[src/rtl/assert_macros.svh]
// Assertion macros shared by the RTL. Each expects clk and arst_n in scope.
`ifndef ASSERT_MACROS_SVH
`define ASSERT_MACROS_SVH

// Same-cycle implication, checked at every rising edge outside reset.
`define LCG_ASSERT_IMPLY(label, ante, cons, msg) \
	label: assert property (@(posedge clk) disable iff (!arst_n) (ante) |-> (cons)) \
		else $error(msg);

// Next-cycle implication, checked at every rising edge outside reset.
`define LCG_ASSERT_NEXT(label, ante, cons, msg) \
	label: assert property (@(posedge clk) disable iff (!arst_n) (ante) |=> (cons)) \
		else $error(msg);

`endif

[src/rtl/lcg_pkg.sv]
package lcg_pkg;

	// Only the low COUNT_WIDTH bits of the step count are honored.
	localparam int COUNT_WIDTH = 32;
	localparam int VAL_W       = 64;
	localparam int STEP_W      = 32;
	localparam int CNT_W       = (COUNT_WIDTH < STEP_W) ? COUNT_WIDTH : STEP_W;
	localparam int BIT_CNT_W   = $clog2(VAL_W);
	localparam int CFG_IDX_W   = 2;

	localparam logic [BIT_CNT_W-1:0] BIT_LAST = BIT_CNT_W'(VAL_W - 1);

	localparam logic [VAL_W-1:0] MODULUS_RST    = 64'd2147483647;
	localparam logic [VAL_W-1:0] MULTIPLIER_RST = 64'd1103515245;
	localparam logic [VAL_W-1:0] INCREMENT_RST  = 64'd12345;

	typedef enum logic [CFG_IDX_W-1:0] {
		REG_MODULUS    = 2'd0,
		REG_MULTIPLIER = 2'd1,
		REG_INCREMENT  = 2'd2
	} reg_idx_t;

	typedef struct packed {
		logic [VAL_W-1:0] modulus;
		logic [VAL_W-1:0] multiplier;
		logic [VAL_W-1:0] increment;
	} lcg_cfg_t;

	typedef struct packed {
		logic idle;
		logic done;
	} lcg_stat_t;

endpackage

[src/rtl/lcg_addmod.sv]
// Modular adder: (p + q + cin) mod m, valid when the unreduced sum is below 2m.
module lcg_addmod
	import lcg_pkg::*;
(
	input  logic [VAL_W-1:0] modulus,
	input  logic [VAL_W-1:0] p,
	input  logic [VAL_W-1:0] q,
	input  logic             cin,
	output logic [VAL_W-1:0] sum
);

	logic [VAL_W:0] raw;
	logic [VAL_W:0] diff;

	always_comb begin
		raw  = {1'b0, p} + {1'b0, q} + {{VAL_W{1'b0}}, cin};
		diff = raw - {1'b0, modulus};
		sum  = (raw >= {1'b0, modulus}) ? diff[VAL_W-1:0] : raw[VAL_W-1:0];
	end

endmodule

[src/rtl/lcg_ctrl.sv]
`include "assert_macros.svh"

// Sequencer around the shared modular adder. Runs the seed and coefficient
// reductions, then square-and-multiply over the step count, one modular
// product at a time.
module lcg_ctrl
	import lcg_pkg::*;
(
	input  logic             clk,
	input  logic             arst_n,
	input  lcg_cfg_t         cfg,
	input  logic             start,
	input  logic [VAL_W-1:0] start_value,
	input  logic [STEP_W-1:0] step_count,
	input  logic             res_ready,
	output lcg_stat_t        stat,
	output logic [VAL_W-1:0] result
);

	typedef enum logic [6:0] {
		ST_IDLE = 7'b0000001,
		ST_LOAD = 7'b0000010,
		ST_RED  = 7'b0000100,
		ST_DBL  = 7'b0001000,
		ST_ACC  = 7'b0010000,
		ST_FIN  = 7'b0100000,
		ST_WB   = 7'b1000000
	} state_t;

	typedef enum logic [2:0] {
		OP_RED_SEED = 3'd0,
		OP_RED_A    = 3'd1,
		OP_RED_B    = 3'd2,
		OP_RB       = 3'd3,
		OP_RA       = 3'd4,
		OP_PB       = 3'd5,
		OP_PA       = 3'd6,
		OP_OUT      = 3'd7
	} op_t;

	state_t               state_q, state_d;
	op_t                  op_q, op_d;
	logic [BIT_CNT_W-1:0] cnt_q, cnt_d;
	logic [CNT_W-1:0]     n_q, n_d;

	logic [VAL_W-1:0] acc_q, acc_d;
	logic [VAL_W-1:0] x_q, x_d;
	logic [VAL_W-1:0] y_q, y_d;
	logic [VAL_W-1:0] r_q, r_d;
	logic [VAL_W-1:0] pa_q, pa_d;
	logic [VAL_W-1:0] pb_q, pb_d;
	logic [VAL_W-1:0] ra_q, ra_d;
	logic [VAL_W-1:0] rb_q, rb_d;

	logic [VAL_W-1:0] q_op;
	logic             cin;
	logic [VAL_W-1:0] sum;
	logic [VAL_W-1:0] x_src;
	logic [VAL_W-1:0] y_src;
	logic [VAL_W-1:0] addend;
	logic             has_add;
	logic [CNT_W-1:0] n_shift;

	// Next operation of the square-and-multiply loop for remaining count n.
	function automatic op_t pick_op(input logic [CNT_W-1:0] n);
		op_t op;
		if (n == '0) begin
			op = OP_OUT;
		end else if (n[0]) begin
			op = OP_RB;
		end else begin
			op = OP_PB;
		end
		return op;
	endfunction

	lcg_addmod u_addmod (
		.modulus(cfg.modulus),
		.p      (acc_q),
		.q      (q_op),
		.cin    (cin),
		.sum    (sum)
	);

	always_comb begin
		x_src = pa_q;
		y_src = pa_q;
		case (op_q)
			OP_RED_A: y_src = cfg.multiplier;
			OP_RED_B: y_src = cfg.increment;
			OP_RB:    y_src = rb_q;
			OP_RA:    y_src = ra_q;
			OP_PB:    y_src = pb_q;
			OP_OUT: begin
				x_src = r_q;
				y_src = ra_q;
			end
			default:  y_src = pa_q;
		endcase
		has_add = (op_q == OP_RB) || (op_q == OP_PB) || (op_q == OP_OUT);
		addend  = (op_q == OP_OUT) ? rb_q : pb_q;
		n_shift = n_q >> 1;
	end

	// Operand selection for the shared adder.
	always_comb begin
		cin = 1'b0;
		case (state_q)
			ST_RED: begin
				q_op = acc_q;
				cin  = y_q[VAL_W-1];
			end
			ST_DBL:  q_op = acc_q;
			ST_ACC:  q_op = y_q[VAL_W-1] ? x_q : '0;
			ST_FIN:  q_op = addend;
			default: q_op = '0;
		endcase
	end

	always_comb begin
		state_d = state_q;
		op_d    = op_q;
		cnt_d   = cnt_q;
		n_d     = n_q;
		acc_d   = acc_q;
		x_d     = x_q;
		y_d     = y_q;
		r_d     = r_q;
		pa_d    = pa_q;
		pb_d    = pb_q;
		ra_d    = ra_q;
		rb_d    = rb_q;
		case (state_q)
			ST_IDLE: begin
				if (start) begin
					y_d     = start_value;
					acc_d   = '0;
					cnt_d   = '0;
					n_d     = step_count[CNT_W-1:0];
					op_d    = OP_RED_SEED;
					state_d = ST_RED;
				end
			end
			ST_LOAD: begin
				acc_d = '0;
				cnt_d = '0;
				x_d   = x_src;
				y_d   = y_src;
				if (op_q == OP_RED_A || op_q == OP_RED_B) begin
					state_d = ST_RED;
				end else begin
					state_d = ST_DBL;
				end
			end
			ST_RED: begin
				acc_d = sum;
				y_d   = y_q << 1;
				cnt_d = cnt_q + 1'b1;
				if (cnt_q == BIT_LAST) begin
					state_d = ST_WB;
				end
			end
			ST_DBL: begin
				acc_d   = sum;
				state_d = ST_ACC;
			end
			ST_ACC: begin
				acc_d = sum;
				y_d   = y_q << 1;
				cnt_d = cnt_q + 1'b1;
				if (cnt_q == BIT_LAST) begin
					state_d = has_add ? ST_FIN : ST_WB;
				end else begin
					state_d = ST_DBL;
				end
			end
			ST_FIN: begin
				acc_d   = sum;
				state_d = ST_WB;
			end
			ST_WB: begin
				state_d = ST_LOAD;
				case (op_q)
					OP_RED_SEED: begin
						r_d  = acc_q;
						op_d = OP_RED_A;
					end
					OP_RED_A: begin
						pa_d = acc_q;
						op_d = OP_RED_B;
					end
					OP_RED_B: begin
						pb_d = acc_q;
						ra_d = (cfg.modulus == VAL_W'(1)) ? '0 : VAL_W'(1);
						rb_d = '0;
						op_d = pick_op(n_q);
					end
					OP_RB: begin
						rb_d = acc_q;
						op_d = OP_RA;
					end
					OP_RA: begin
						ra_d = acc_q;
						op_d = OP_PB;
					end
					OP_PB: begin
						pb_d = acc_q;
						op_d = OP_PA;
					end
					OP_PA: begin
						pa_d = acc_q;
						n_d  = n_shift;
						op_d = pick_op(n_shift);
					end
					default: begin
						state_d = res_ready ? ST_IDLE : ST_WB;
					end
				endcase
			end
			default: state_d = ST_IDLE;
		endcase
	end

	always_ff @(posedge clk or negedge arst_n) begin
		if (!arst_n) begin
			state_q <= ST_IDLE;
			op_q    <= OP_RED_SEED;
			cnt_q   <= '0;
			n_q     <= '0;
		end else begin
			state_q <= state_d;
			op_q    <= op_d;
			cnt_q   <= cnt_d;
			n_q     <= n_d;
		end
	end

	always_ff @(posedge clk) begin
		acc_q <= acc_d;
		x_q   <= x_d;
		y_q   <= y_d;
		r_q   <= r_d;
		pa_q  <= pa_d;
		pb_q  <= pb_d;
		ra_q  <= ra_d;
		rb_q  <= rb_d;
	end

	assign stat.idle = (state_q == ST_IDLE);
	assign stat.done = (state_q == ST_WB) && (op_q == OP_OUT) && res_ready;
	assign result    = acc_q;

	`LCG_ASSERT_IMPLY(a_acc_reduced, state_q != ST_IDLE, acc_q < cfg.modulus, "accumulator not below modulus")
	`LCG_ASSERT_IMPLY(a_leave_via_out, $rose(stat.idle), $past(op_q == OP_OUT), "returned to idle before final product")

endmodule

[src/rtl/lcg_multi_step.sv]
// Multi-step linear congruential generator. Each request transaction carries a
// seed and a step count; the block reduces the seed modulo the modulus, applies
// r <- (a*r + b) mod m step_count times (only the low COUNT_WIDTH bits of the
// count are used) and returns the final r in one response transaction. Modulus,
// multiplier and increment are configuration registers (indexes 0, 1, 2) with
// reset values 2147483647, 1103515245 and 12345; a zero written to the modulus
// is ignored, and writes to index 3 do nothing. Configuration writes and new
// requests are taken only while no request is in flight. All arithmetic runs
// through one 64-bit modular adder: a modular product makes two adder passes
// per multiplier bit. The step count is handled by square-and-multiply, so the
// work per request grows with the bit length of the count and its number of set
// bits. The response sits in an output register, so the next request can be
// accepted while it waits to be taken.
`include "assert_macros.svh"

module lcg_multi_step
	import lcg_pkg::*;
(
	input  logic                 clk,
	input  logic                 arst_n,

	// Configuration write channel.
	input  logic                 cfg_valid,
	output logic                 cfg_ready,
	input  logic [CFG_IDX_W-1:0] cfg_index,
	input  logic [VAL_W-1:0]     cfg_data,

	// Request channel.
	input  logic                 req_valid,
	output logic                 req_ready,
	input  logic [VAL_W-1:0]     start_value,
	input  logic [STEP_W-1:0]    step_count,

	// Response channel.
	output logic                 rsp_valid,
	input  logic                 rsp_ready,
	output logic [VAL_W-1:0]     final_value
);

	lcg_cfg_t         cfg_q;
	lcg_stat_t        stat;
	logic [VAL_W-1:0] result;
	logic             start;
	logic             res_ready;
	logic             rsp_valid_q;
	logic [VAL_W-1:0] final_q;

	// The sequencer owns the datapath for a whole request, so both the request
	// and configuration channels are open only while it sits idle.
	assign req_ready = stat.idle;
	assign cfg_ready = stat.idle;
	assign start     = req_valid && req_ready;

	// The sequencer may hand over a result when the response register is
	// empty or is being emptied in this same cycle.
	assign res_ready = !rsp_valid_q || rsp_ready;

	// Configuration registers. A zero modulus would make every reduction
	// meaningless, so such a write leaves the register unchanged.
	always_ff @(posedge clk or negedge arst_n) begin
		if (!arst_n) begin
			cfg_q.modulus    <= MODULUS_RST;
			cfg_q.multiplier <= MULTIPLIER_RST;
			cfg_q.increment  <= INCREMENT_RST;
		end else if (cfg_valid && cfg_ready) begin
			case (cfg_index)
				REG_MODULUS: begin
					if (cfg_data != '0) begin
						cfg_q.modulus <= cfg_data;
					end
				end
				REG_MULTIPLIER: cfg_q.multiplier <= cfg_data;
				REG_INCREMENT:  cfg_q.increment  <= cfg_data;
				default: ;
			endcase
		end
	end

	lcg_ctrl u_ctrl (
		.clk        (clk),
		.arst_n     (arst_n),
		.cfg        (cfg_q),
		.start      (start),
		.start_value(start_value),
		.step_count (step_count),
		.res_ready  (res_ready),
		.stat       (stat),
		.result     (result)
	);

	// Response register: holds one finished result until it is taken.
	always_ff @(posedge clk or negedge arst_n) begin
		if (!arst_n) begin
			rsp_valid_q <= 1'b0;
		end else if (stat.done) begin
			rsp_valid_q <= 1'b1;
		end else if (rsp_ready) begin
			rsp_valid_q <= 1'b0;
		end
	end

	always_ff @(posedge clk) begin
		if (stat.done) begin
			final_q <= result;
		end
	end

	assign rsp_valid   = rsp_valid_q;
	assign final_value = final_q;

	`LCG_ASSERT_NEXT(a_busy_after_req, start, !req_ready, "still ready after accepting a request")
	`LCG_ASSERT_IMPLY(a_no_overwrite, stat.done, !rsp_valid_q || rsp_ready, "result overwrote pending response")

endmodule
[config.mk]
export PLATFORM = sky130hd
export DESIGN_NAME = lcg_multi_step
export DESIGN_NICKNAME = d
export VERILOG_FILES = /design/src/rtl/lcg_pkg.sv /design/src/rtl/lcg_addmod.sv /design/src/rtl/lcg_ctrl.sv /design/src/rtl/lcg_multi_step.sv
export VERILOG_INCLUDE_DIRS = /design/src /design/src/rtl
export SDC_FILE = /design/constraint.sdc
export NUM_CORES = 1
export LEC_CHECK = 0
export ABC_CLOCK_PERIOD_IN_PS = 13900
export BUFFER_PORTS_ARGS = -buffer_cell sky130_fd_sc_hd__buf_4
export CAP_MARGIN = 10
export CORE_UTILIZATION = 30
export DETAILED_ROUTE_END_ITERATION = 8
export SLEW_MARGIN = 10
export SYNTH_ARGS = -nofsm -noshare
export SYNTH_HDL_FRONTEND = slang
export SYNTH_SLANG_ARGS = --single-unit
[constraint.sdc]
create_clock -name clk -period 13.9 [get_ports clk]
set_input_delay 1.39 -clock clk [delete_from_list [all_inputs] [get_ports clk]]
set_output_delay 1.39 -clock clk [all_outputs]
set_load 0.02 [all_outputs]
Word level (Yosys, flattened, before mapping)
Cells that the tools add are included.
Widths: inputs -> output; s select.
{"block": "totals", "reg_bits": 817, "word_cells": 120}
{"block": "op_classes", "n_addsub": 4, "magnitude_cmp": 1, "eq_ne": 22, "n_mux": 36, "reduce_logical": 40}
{"operator": "$pmux 64 s3", "count": 3}
{"operator": "$mux 64", "count": 6}
{"operator": "$pmux 64 s5", "count": 1}
{"operator": "$pmux 64 s2", "count": 2}
{"operator": "$add 64x64->65", "count": 1}
{"operator": "$add 65x1->65", "count": 1}
{"operator": "$ge 65x64->1", "count": 1}
{"operator": "$eq 64x1->1 const B", "count": 1}
{"operator": "$logic_not 32->1", "count": 2}
{"operator": "$mux 32", "count": 2}
{"operator": "$pmux 32 s2", "count": 1}
{"operator": "$reduce_bool 64->1", "count": 1}
{"operator": "$sub 64x64->64", "count": 1}
{"operator": "$pmux 7 s7", "count": 1}
{"operator": "$mux 7", "count": 6}
{"operator": "$pmux 3 s7", "count": 1}
{"operator": "$reduce_and 2->1", "count": 10}
{"operator": "$pmux 6 s3", "count": 1}
{"operator": "$mux 3", "count": 5}
{"operator": "$eq 3x3->1 const B", "count": 4}
{"operator": "$reduce_or 2->1", "count": 5}
{"operator": "$reduce_and 3->1", "count": 3}
{"operator": "$ne 8x4->1 const B", "count": 1}
{"operator": "$reduce_bool 2->1", "count": 4}
{"operator": "27 further kinds", "count": 39}

Depth between registers and ports, before layout
{"block": "depth", "word_depth": 8, "ltp_mapped": 37, "ltp_nobuf": 31}

Hierarchy
Synthesis repeated with hierarchy kept, for this count alone.
{"block": "unflattened", "cells_unflattened": 3998, "hier_area_um2": 44178.6}
{"mod": "lcg_ctrl", "n_inst": 1, "cells_per_inst": 2212, "area_per_inst_um2": 26166.3, "seq_area_each_um2": 16577.1}
{"mod": "lcg_multi_step", "n_inst": 1, "cells_per_inst": 498, "area_per_inst_um2": 9525.4, "seq_area_each_um2": 6816.5}
{"mod": "lcg_addmod", "n_inst": 1, "cells_per_inst": 1288, "area_per_inst_um2": 8486.9, "seq_area_each_um2": 0.0}

Least setup slack after synthesis
OpenSTA, ideal clock, no wires.
{"block": "synth_timing", "path_type": "register to register", "from": "register u_ctrl.op_q[2]", "to": "register u_ctrl.r_q[0] (enable)", "setup_ps": 644, "t_arrival_ps": 7477, "required_time_ps": 13256, "setup_slack_ps": 5779, "path_stages_with_launch": 7, "path_buffers": 5, "synth_period_minus_slack_ps": 8121, "cell_sequence": "dfrtp_1 clkbuf_1 clkbuf_1 clkbuf_1 clkbuf_1 clkbuf_1 nor4_1"}
{"block": "synth_via", "elab_chain_len": 2}
{"item": "from (decl)", "line_no": "lcg_ctrl.sv:42", "text": "op_t op_q, op_d;"}
{"item": "from (signal assigned)", "line_no": "lcg_ctrl.sv:232", "text": "op_q <= op_d;"}
{"item": "$logic_not 3->1", "line_no": "lcg_ctrl.sv:183", "text": "case (op_q)"}
{"item": "$reduce_and 2->1 (no line)"}
{"item": "to (signal assigned)", "line_no": "lcg_ctrl.sv:242", "text": "r_q <= r_d;"}
{"item": "to (decl)", "line_no": "lcg_ctrl.sv:49", "text": "logic [VAL_W-1:0] r_q, r_d;"}
No other way between the ends.
A chain may end at the register's enable or synchronous reset.

Worst setup path after layout
{"block": "layout_timing", "from": "register u_ctrl.state_q[3]", "to": "register u_ctrl.acc_q[28], in the netlist u_ctrl.result[28] (data pin)"}
{"block": "layout_via", "elab_chain_len": 8, "word_cells_on_any_way": 16}
{"item": "from (decl)", "line_no": "lcg_ctrl.sv:41", "text": "state_t state_q, state_d;"}
{"item": "from (signal assigned)", "line_no": "lcg_ctrl.sv:231", "text": "state_q <= state_d;"}
{"item": "$eq 7x4->1 / $eq 7x3->1 (equally long branches)", "line_no": "lcg_ctrl.sv:108, lcg_ctrl.sv:133"}
{"item": "$reduce_or 2->1 (no line)"}
{"item": "$pmux 64 s3", "line_no": "lcg_ctrl.sv:108", "text": "case (state_q)"}
{"item": "$add 64x64->65", "line_no": "lcg_addmod.sv:16", "text": "raw = {1'b0, p} + {1'b0, q} + {{VAL_W{1'b0}}, cin};"}
{"item": "$add 65x1->65", "line_no": "lcg_addmod.sv:16"}
{"item": "$sub 64x64->64 / $ge 65x64->1 (equally long branches)", "line_no": "lcg_addmod.sv:17, lcg_addmod.sv:18"}
{"item": "$mux 64", "line_no": "lcg_addmod.sv:18", "text": "sum = (raw >= {1'b0, modulus}) ? diff[VAL_W-1:0] : raw[VAL_W-1:0];"}
{"item": "$pmux 64 s3 (*)", "line_no": "lcg_ctrl.sv:133", "text": "case (state_q)"}
{"item": "to (signal assigned)", "line_no": "lcg_ctrl.sv:239", "text": "acc_q <= acc_d;"}
{"item": "to (decl)", "line_no": "lcg_ctrl.sv:46", "text": "logic [VAL_W-1:0] acc_q, acc_d;"}
Mark *: on every way between the ends. The rest lies on a longest branch, timed or not.

==> Implementation_results.wiki <==
{| class="wikitable"
! Metric !! Value
|-
| Yosys top cell by area || sky130_fd_sc_hd__edfxtp_1
|-
| DIE AREA || about 150000 µm²
|-
| CTS tree || yes
|-
| Maximum operating frequency || 0.1032 GHz
|-
| Antenna-violating nets left || 0
|-
| Cell mode on critical path || sky130_fd_sc_hd__a21oi_1
|-
| Number of antenna violations at the first check in global routing || 8
|-
| # rows || 139
|-
| Top post-synthesis cells by area || sky130_fd_sc_hd__edfxtp_1 40%, sky130_fd_sc_hd__dfrtp_1 11%, sky130_fd_sc_hd__nand2_1 6.2%
|-
| Port Buf Inserts || ~230
|-
| Number of cell instances on the worst register-to-register path || 29
|-
| Total negative slack for setup checks || 0 ns
|-
| Post-Synthesis Cell Area || 43310 µm²
|-
| Clock Skew || roughly 0.044 ns
|-
| Number of max-slew violations in the final report || 0
|-
| Die boundary width || 382.0 µm
|-
| Share of post-route cells with drive strength above 1 || 15.28%
|-
| Worst-path cell with the longest stage delay || sky130_fd_sc_hd__or3_2
|-
| Vias after detailed routing || 34040
|-
| Floorplan die height || 382.0 µm
|-
| Clock-pin slew on the worst setup and hold paths || 0.06 ns
|-
| Total Routed Length || 148100 µm
|-
| Post-synth EDFFs || 576
|-
| Number of warnings printed during yosys synthesis || 0
|-
| Static power due to leakage || between 15 and 20 nW
|-
| Slew headroom || 21.88%
|-
| Area share of the largest cell type after synthesis || 39.93%
|-
| Net count of the finished layout || 4714
|-
| Final RePlAce weighted congestion || ~0.94
|-
| CP Capture Type || flop
|-
| Cell Area, Placed || 46960 µm²
|-
| DR pass1 iterations || 5
|-
| Wire length of the first global-routing pass || 221100 µm
|-
| Outcome || finished, final reports clean
|-
| Area used by sequential logic in the layout || 23400 µm²
|-
| Flops & latches, synth || 817
|-
| Net count after synthesis || 4602
|-
| Area of all placed cells without fillers || roughly 50000 µm²
|-
| Layout-stage area growth over the synthesis result || 15.39%
|-
| Root Driver || sky130_fd_sc_hd__clkbuf_16
|-
| Sum of overflow across all layers after global routing || 0
|-
| Capture point of the worst path || u_ctrl.result[28]$_SDFFCE_PN0P_
|-
| Critical Path Fanout Max || 32
|-
| Overall routing resource usage || 19.91%
|-
| Final cycle utilization of the critical path || 69.73%
|-
| CP required || between 10 and 15 ns
|-
| Detailed placement HPWL || 102800 µm
|-
| Mean Syn Cell Area || 10.06 µm²
|-
| Number of CTS-inserted buffers || 89
|-
| Startpoint of the most critical register-to-register path || u_ctrl.state_q[3]$_DFFE_PN0P_
|-
| Count of different cell masters after synthesis || 93
|-
| Worst Tran Pin Value || 1.172 ns
|-
| Part of the Yosys area used for sequential elements || 54.01%
|-
| Crit Path Class || reg2reg
|-
| Hold/Removal Path Class || reg2reg
|-
| Area of the multi-input gates || roughly 18000 µm²
|-
| Via count of the first global-routing pass || 33760
|-
| Starting Density || 30.19%
|-
| Overall power after layout || 0.01154 W
|-
| Total count of hold-check failures in the final report || 0
|-
| Proportion of register bits with asynchronous set or reset after synthesis || 29.50%
|-
| Clock tree buffer depth || 3
|-
| Utilization after layout || between 30% and 40%
|-
| Reg2Reg Capture Point || u_ctrl.result[28]$_SDFFCE_PN0P_
|-
| Largest vdd supply drop || between 0.1 and 0.15 mV
|-
| Setup-violating endpoint count in the final report || 0
|-
| Met1 Wirelength || 64720 µm
|-
| DRC violations left || 0
|-
| Drt initial violations || 3067
|-
| CP Launch Point || u_ctrl.state_q[3]$_DFFE_PN0P_
|-
| Most common flop cell mapped by yosys || sky130_fd_sc_hd__edfxtp_1
|-
| Number of buffers inserted to repair setup after CTS || 0
|-
| Filler Cells Inserted || approximately 14000
|-
| Data arrival time of the critical path || 10.09 ns
|-
| Syn Inst Count || 4304
|-
| Unrepaired setup endpoints after global routing || no
|-
| Longest individual stage delay on the worst path || ~0.80 ns
|-
| Clock sinks || 817
|-
| Final routed wire length divided by cell count || ~23 µm
|-
| P per Cell Area || 230.9 nW/µm²
|-
| Length of routed met3 wiring || 8546 µm
|-
| Skew-Pair Late Insertion Delay || approximately 0.69 ns
|-
| Post-CTS sizing || 0
|-
| Crit path time final || about 9.7 ns
|-
| Vias per cell || 5.324
|-
| Routed length on met2 || 71900 µm
|-
| Maximum level of the CTS H-tree || 3
|-
| Setup slack on the worst flop-to-flop path || 4.21 ns
|-
| Standard cell core area || 143500 µm²
|-
| Type of element launching the critical path || flop
|-
| Count of pins on the block boundary || 234
|-
| Number of hold buffers added after cts || 0
|-
| Top layer used by detailed routing || met5
|-
| Pin count of the biggest net entering global routing || 77
|-
| MaxCap Viol Count || 0
|}
## flip-flops by register name (all words and copies together) (netlist names)
register / cells
u_ctrl.r_q: 64
rsp_valid: 1
u_ctrl.x_q: 64
u_ctrl.pb_q: 64
final_value: 64
u_ctrl.cnt_q: 6
u_ctrl.state_q: 7
u_ctrl.op_q: 3
u_ctrl.y_q: 64
u_ctrl.pa_q: 64
cfg_q: 192
u_ctrl.ra_q: 64
u_ctrl.result: 64
u_ctrl.n_q: 32
u_ctrl.rb_q: 64
## cells in the mapped netlist (35+ instances only)
cell,count
sky130_fd_sc_hd__a31oi_1,49
sky130_fd_sc_hd__nand4_1,35
sky130_fd_sc_hd__clkbuf_1,230
sky130_fd_sc_hd__dfstp_2,53
sky130_fd_sc_hd__a21oi_1,467
sky130_fd_sc_hd__o211ai_1,73
sky130_fd_sc_hd__mux2_2,131
sky130_fd_sc_hd__a21o_1,76
sky130_fd_sc_hd__ha_1,128
sky130_fd_sc_hd__nor2_1,288
sky130_fd_sc_hd__and2_1,77
sky130_fd_sc_hd__inv_1,163
sky130_fd_sc_hd__nor4_1,52
sky130_fd_sc_hd__and3_1,79
sky130_fd_sc_hd__xnor2_1,75
sky130_fd_sc_hd__nand3_1,45
sky130_fd_sc_hd__mux2i_1,44
sky130_fd_sc_hd__xor2_1,40
sky130_fd_sc_hd__o21ai_0,331
sky130_fd_sc_hd__dfrtp_1,188
sky130_fd_sc_hd__edfxtp_1,576
sky130_fd_sc_hd__a22oi_1,67
sky130_fd_sc_hd__nand2_1,714
## cell usage in the layout, fill, tap and decap left out, types with 92 or more instances in the layout
cell type / n
sky130_fd_sc_hd__a21oi_1: 467
sky130_fd_sc_hd__buf_4: 289
sky130_fd_sc_hd__clkbuf_16: 92
sky130_fd_sc_hd__dfrtp_1: 185
sky130_fd_sc_hd__edfxtp_1: 576
sky130_fd_sc_hd__ha_1: 128
sky130_fd_sc_hd__inv_1: 161
sky130_fd_sc_hd__mux2_2: 131
sky130_fd_sc_hd__nand2_1: 711
sky130_fd_sc_hd__nor2_1: 281
sky130_fd_sc_hd__o21ai_0: 331
## routing by layer
metal | vias up | track usage [%]
met2 | 1053 | 33.88
met4 | 8 | 4.822
met5 | - | 0
li1 | 15750 | -
met1 | 17060 | 26.34
met3 | 176 | 3.081
## worst min path at each step
stage | startpoint | cells after the start | endpoint | slack (ns)
5_1_grt | u_ctrl.r_q[6]$_DFFE_PP_ | 2 | u_ctrl.x_q[6]$_DFFE_PP_ | 0.52
6_report | u_ctrl.r_q[6]$_DFFE_PP_ | 2 | u_ctrl.x_q[6]$_DFFE_PP_ | 0.48
3_3_place_gp | u_ctrl.cnt_q[5]$_DFFE_PN0P_ | 1 | u_ctrl.cnt_q[5]$_DFFE_PN0P_ | 0.48
2_1_floorplan | u_ctrl.cnt_q[5]$_DFFE_PN0P_ | 1 | u_ctrl.cnt_q[5]$_DFFE_PN0P_ | 0.45
3_5_place_dp | u_ctrl.cnt_q[5]$_DFFE_PN0P_ | 1 | u_ctrl.cnt_q[5]$_DFFE_PN0P_ | 0.49
4_1_cts | u_ctrl.r_q[6]$_DFFE_PP_ | 2 | u_ctrl.x_q[6]$_DFFE_PP_ | 0.48
## report_power, final
group          switching (W)  total (W)  internal, W  leakage (nW)
logic                0.00324    0.00511      0.00187          10.5
registers           0.000519    0.00395      0.00343          7.95
clock network        0.00103    0.00248      0.00145          1.47
total                0.00479     0.0115      0.00675          19.9
## cells by family after synthesis
family,count (synthesis),share of synthesized area [%]
and+or+nand+nor,1409,14.53
AOI/OAI and AO/OA,1223,16.87
DFF,817,54.01
buffers and inverters,433,3.957
muxes,176,4.475
adders and majority gates,131,3.836
xor gates and xnor gates,115,2.325
## layout make-up
cell class | instances | share of cell area (%)
flip-flops and latches | 817 | 46.82
multi-input cells | 3054 | 36.73
clock buffers | 123 | 5.159
well taps | 1903 | 4.764
repair buffers | 291 | 4.411
inverters | 163 | 1.227
clock inverters | 42 | 0.8787
diodes | 1 | 0.005007
## per-stage QoR
step | setup WS, ns | cells | hold WS, ns
after floorplan | 5.779 | 4304 | 0.4504
after global placement | 4.472 | 6228 | 0.4782
after detailed placement | 4.306 | 6228 | 0.4919
after CTS | 4.285 | 6393 | 0.4818
after global routing | 3.540 | 6394 | 0.5162
final | 4.208 | 6394 | 0.4806
## critical path, delay by kind of cell (launching register included)
kind                     cells  cell delay (ns)
adder cells (fa/ha/maj)      3             1.21
AND/OR/NAND/NOR             15             4.81
multiplexers                 1             0.25
XOR/XNOR                     1             0.39
buffers and inverters        1             0.59
flip-flops                   1             0.44
AO/OA/AOI/OAI                8             1.67
No activity file was read; power rests on OpenSTA's default activity.
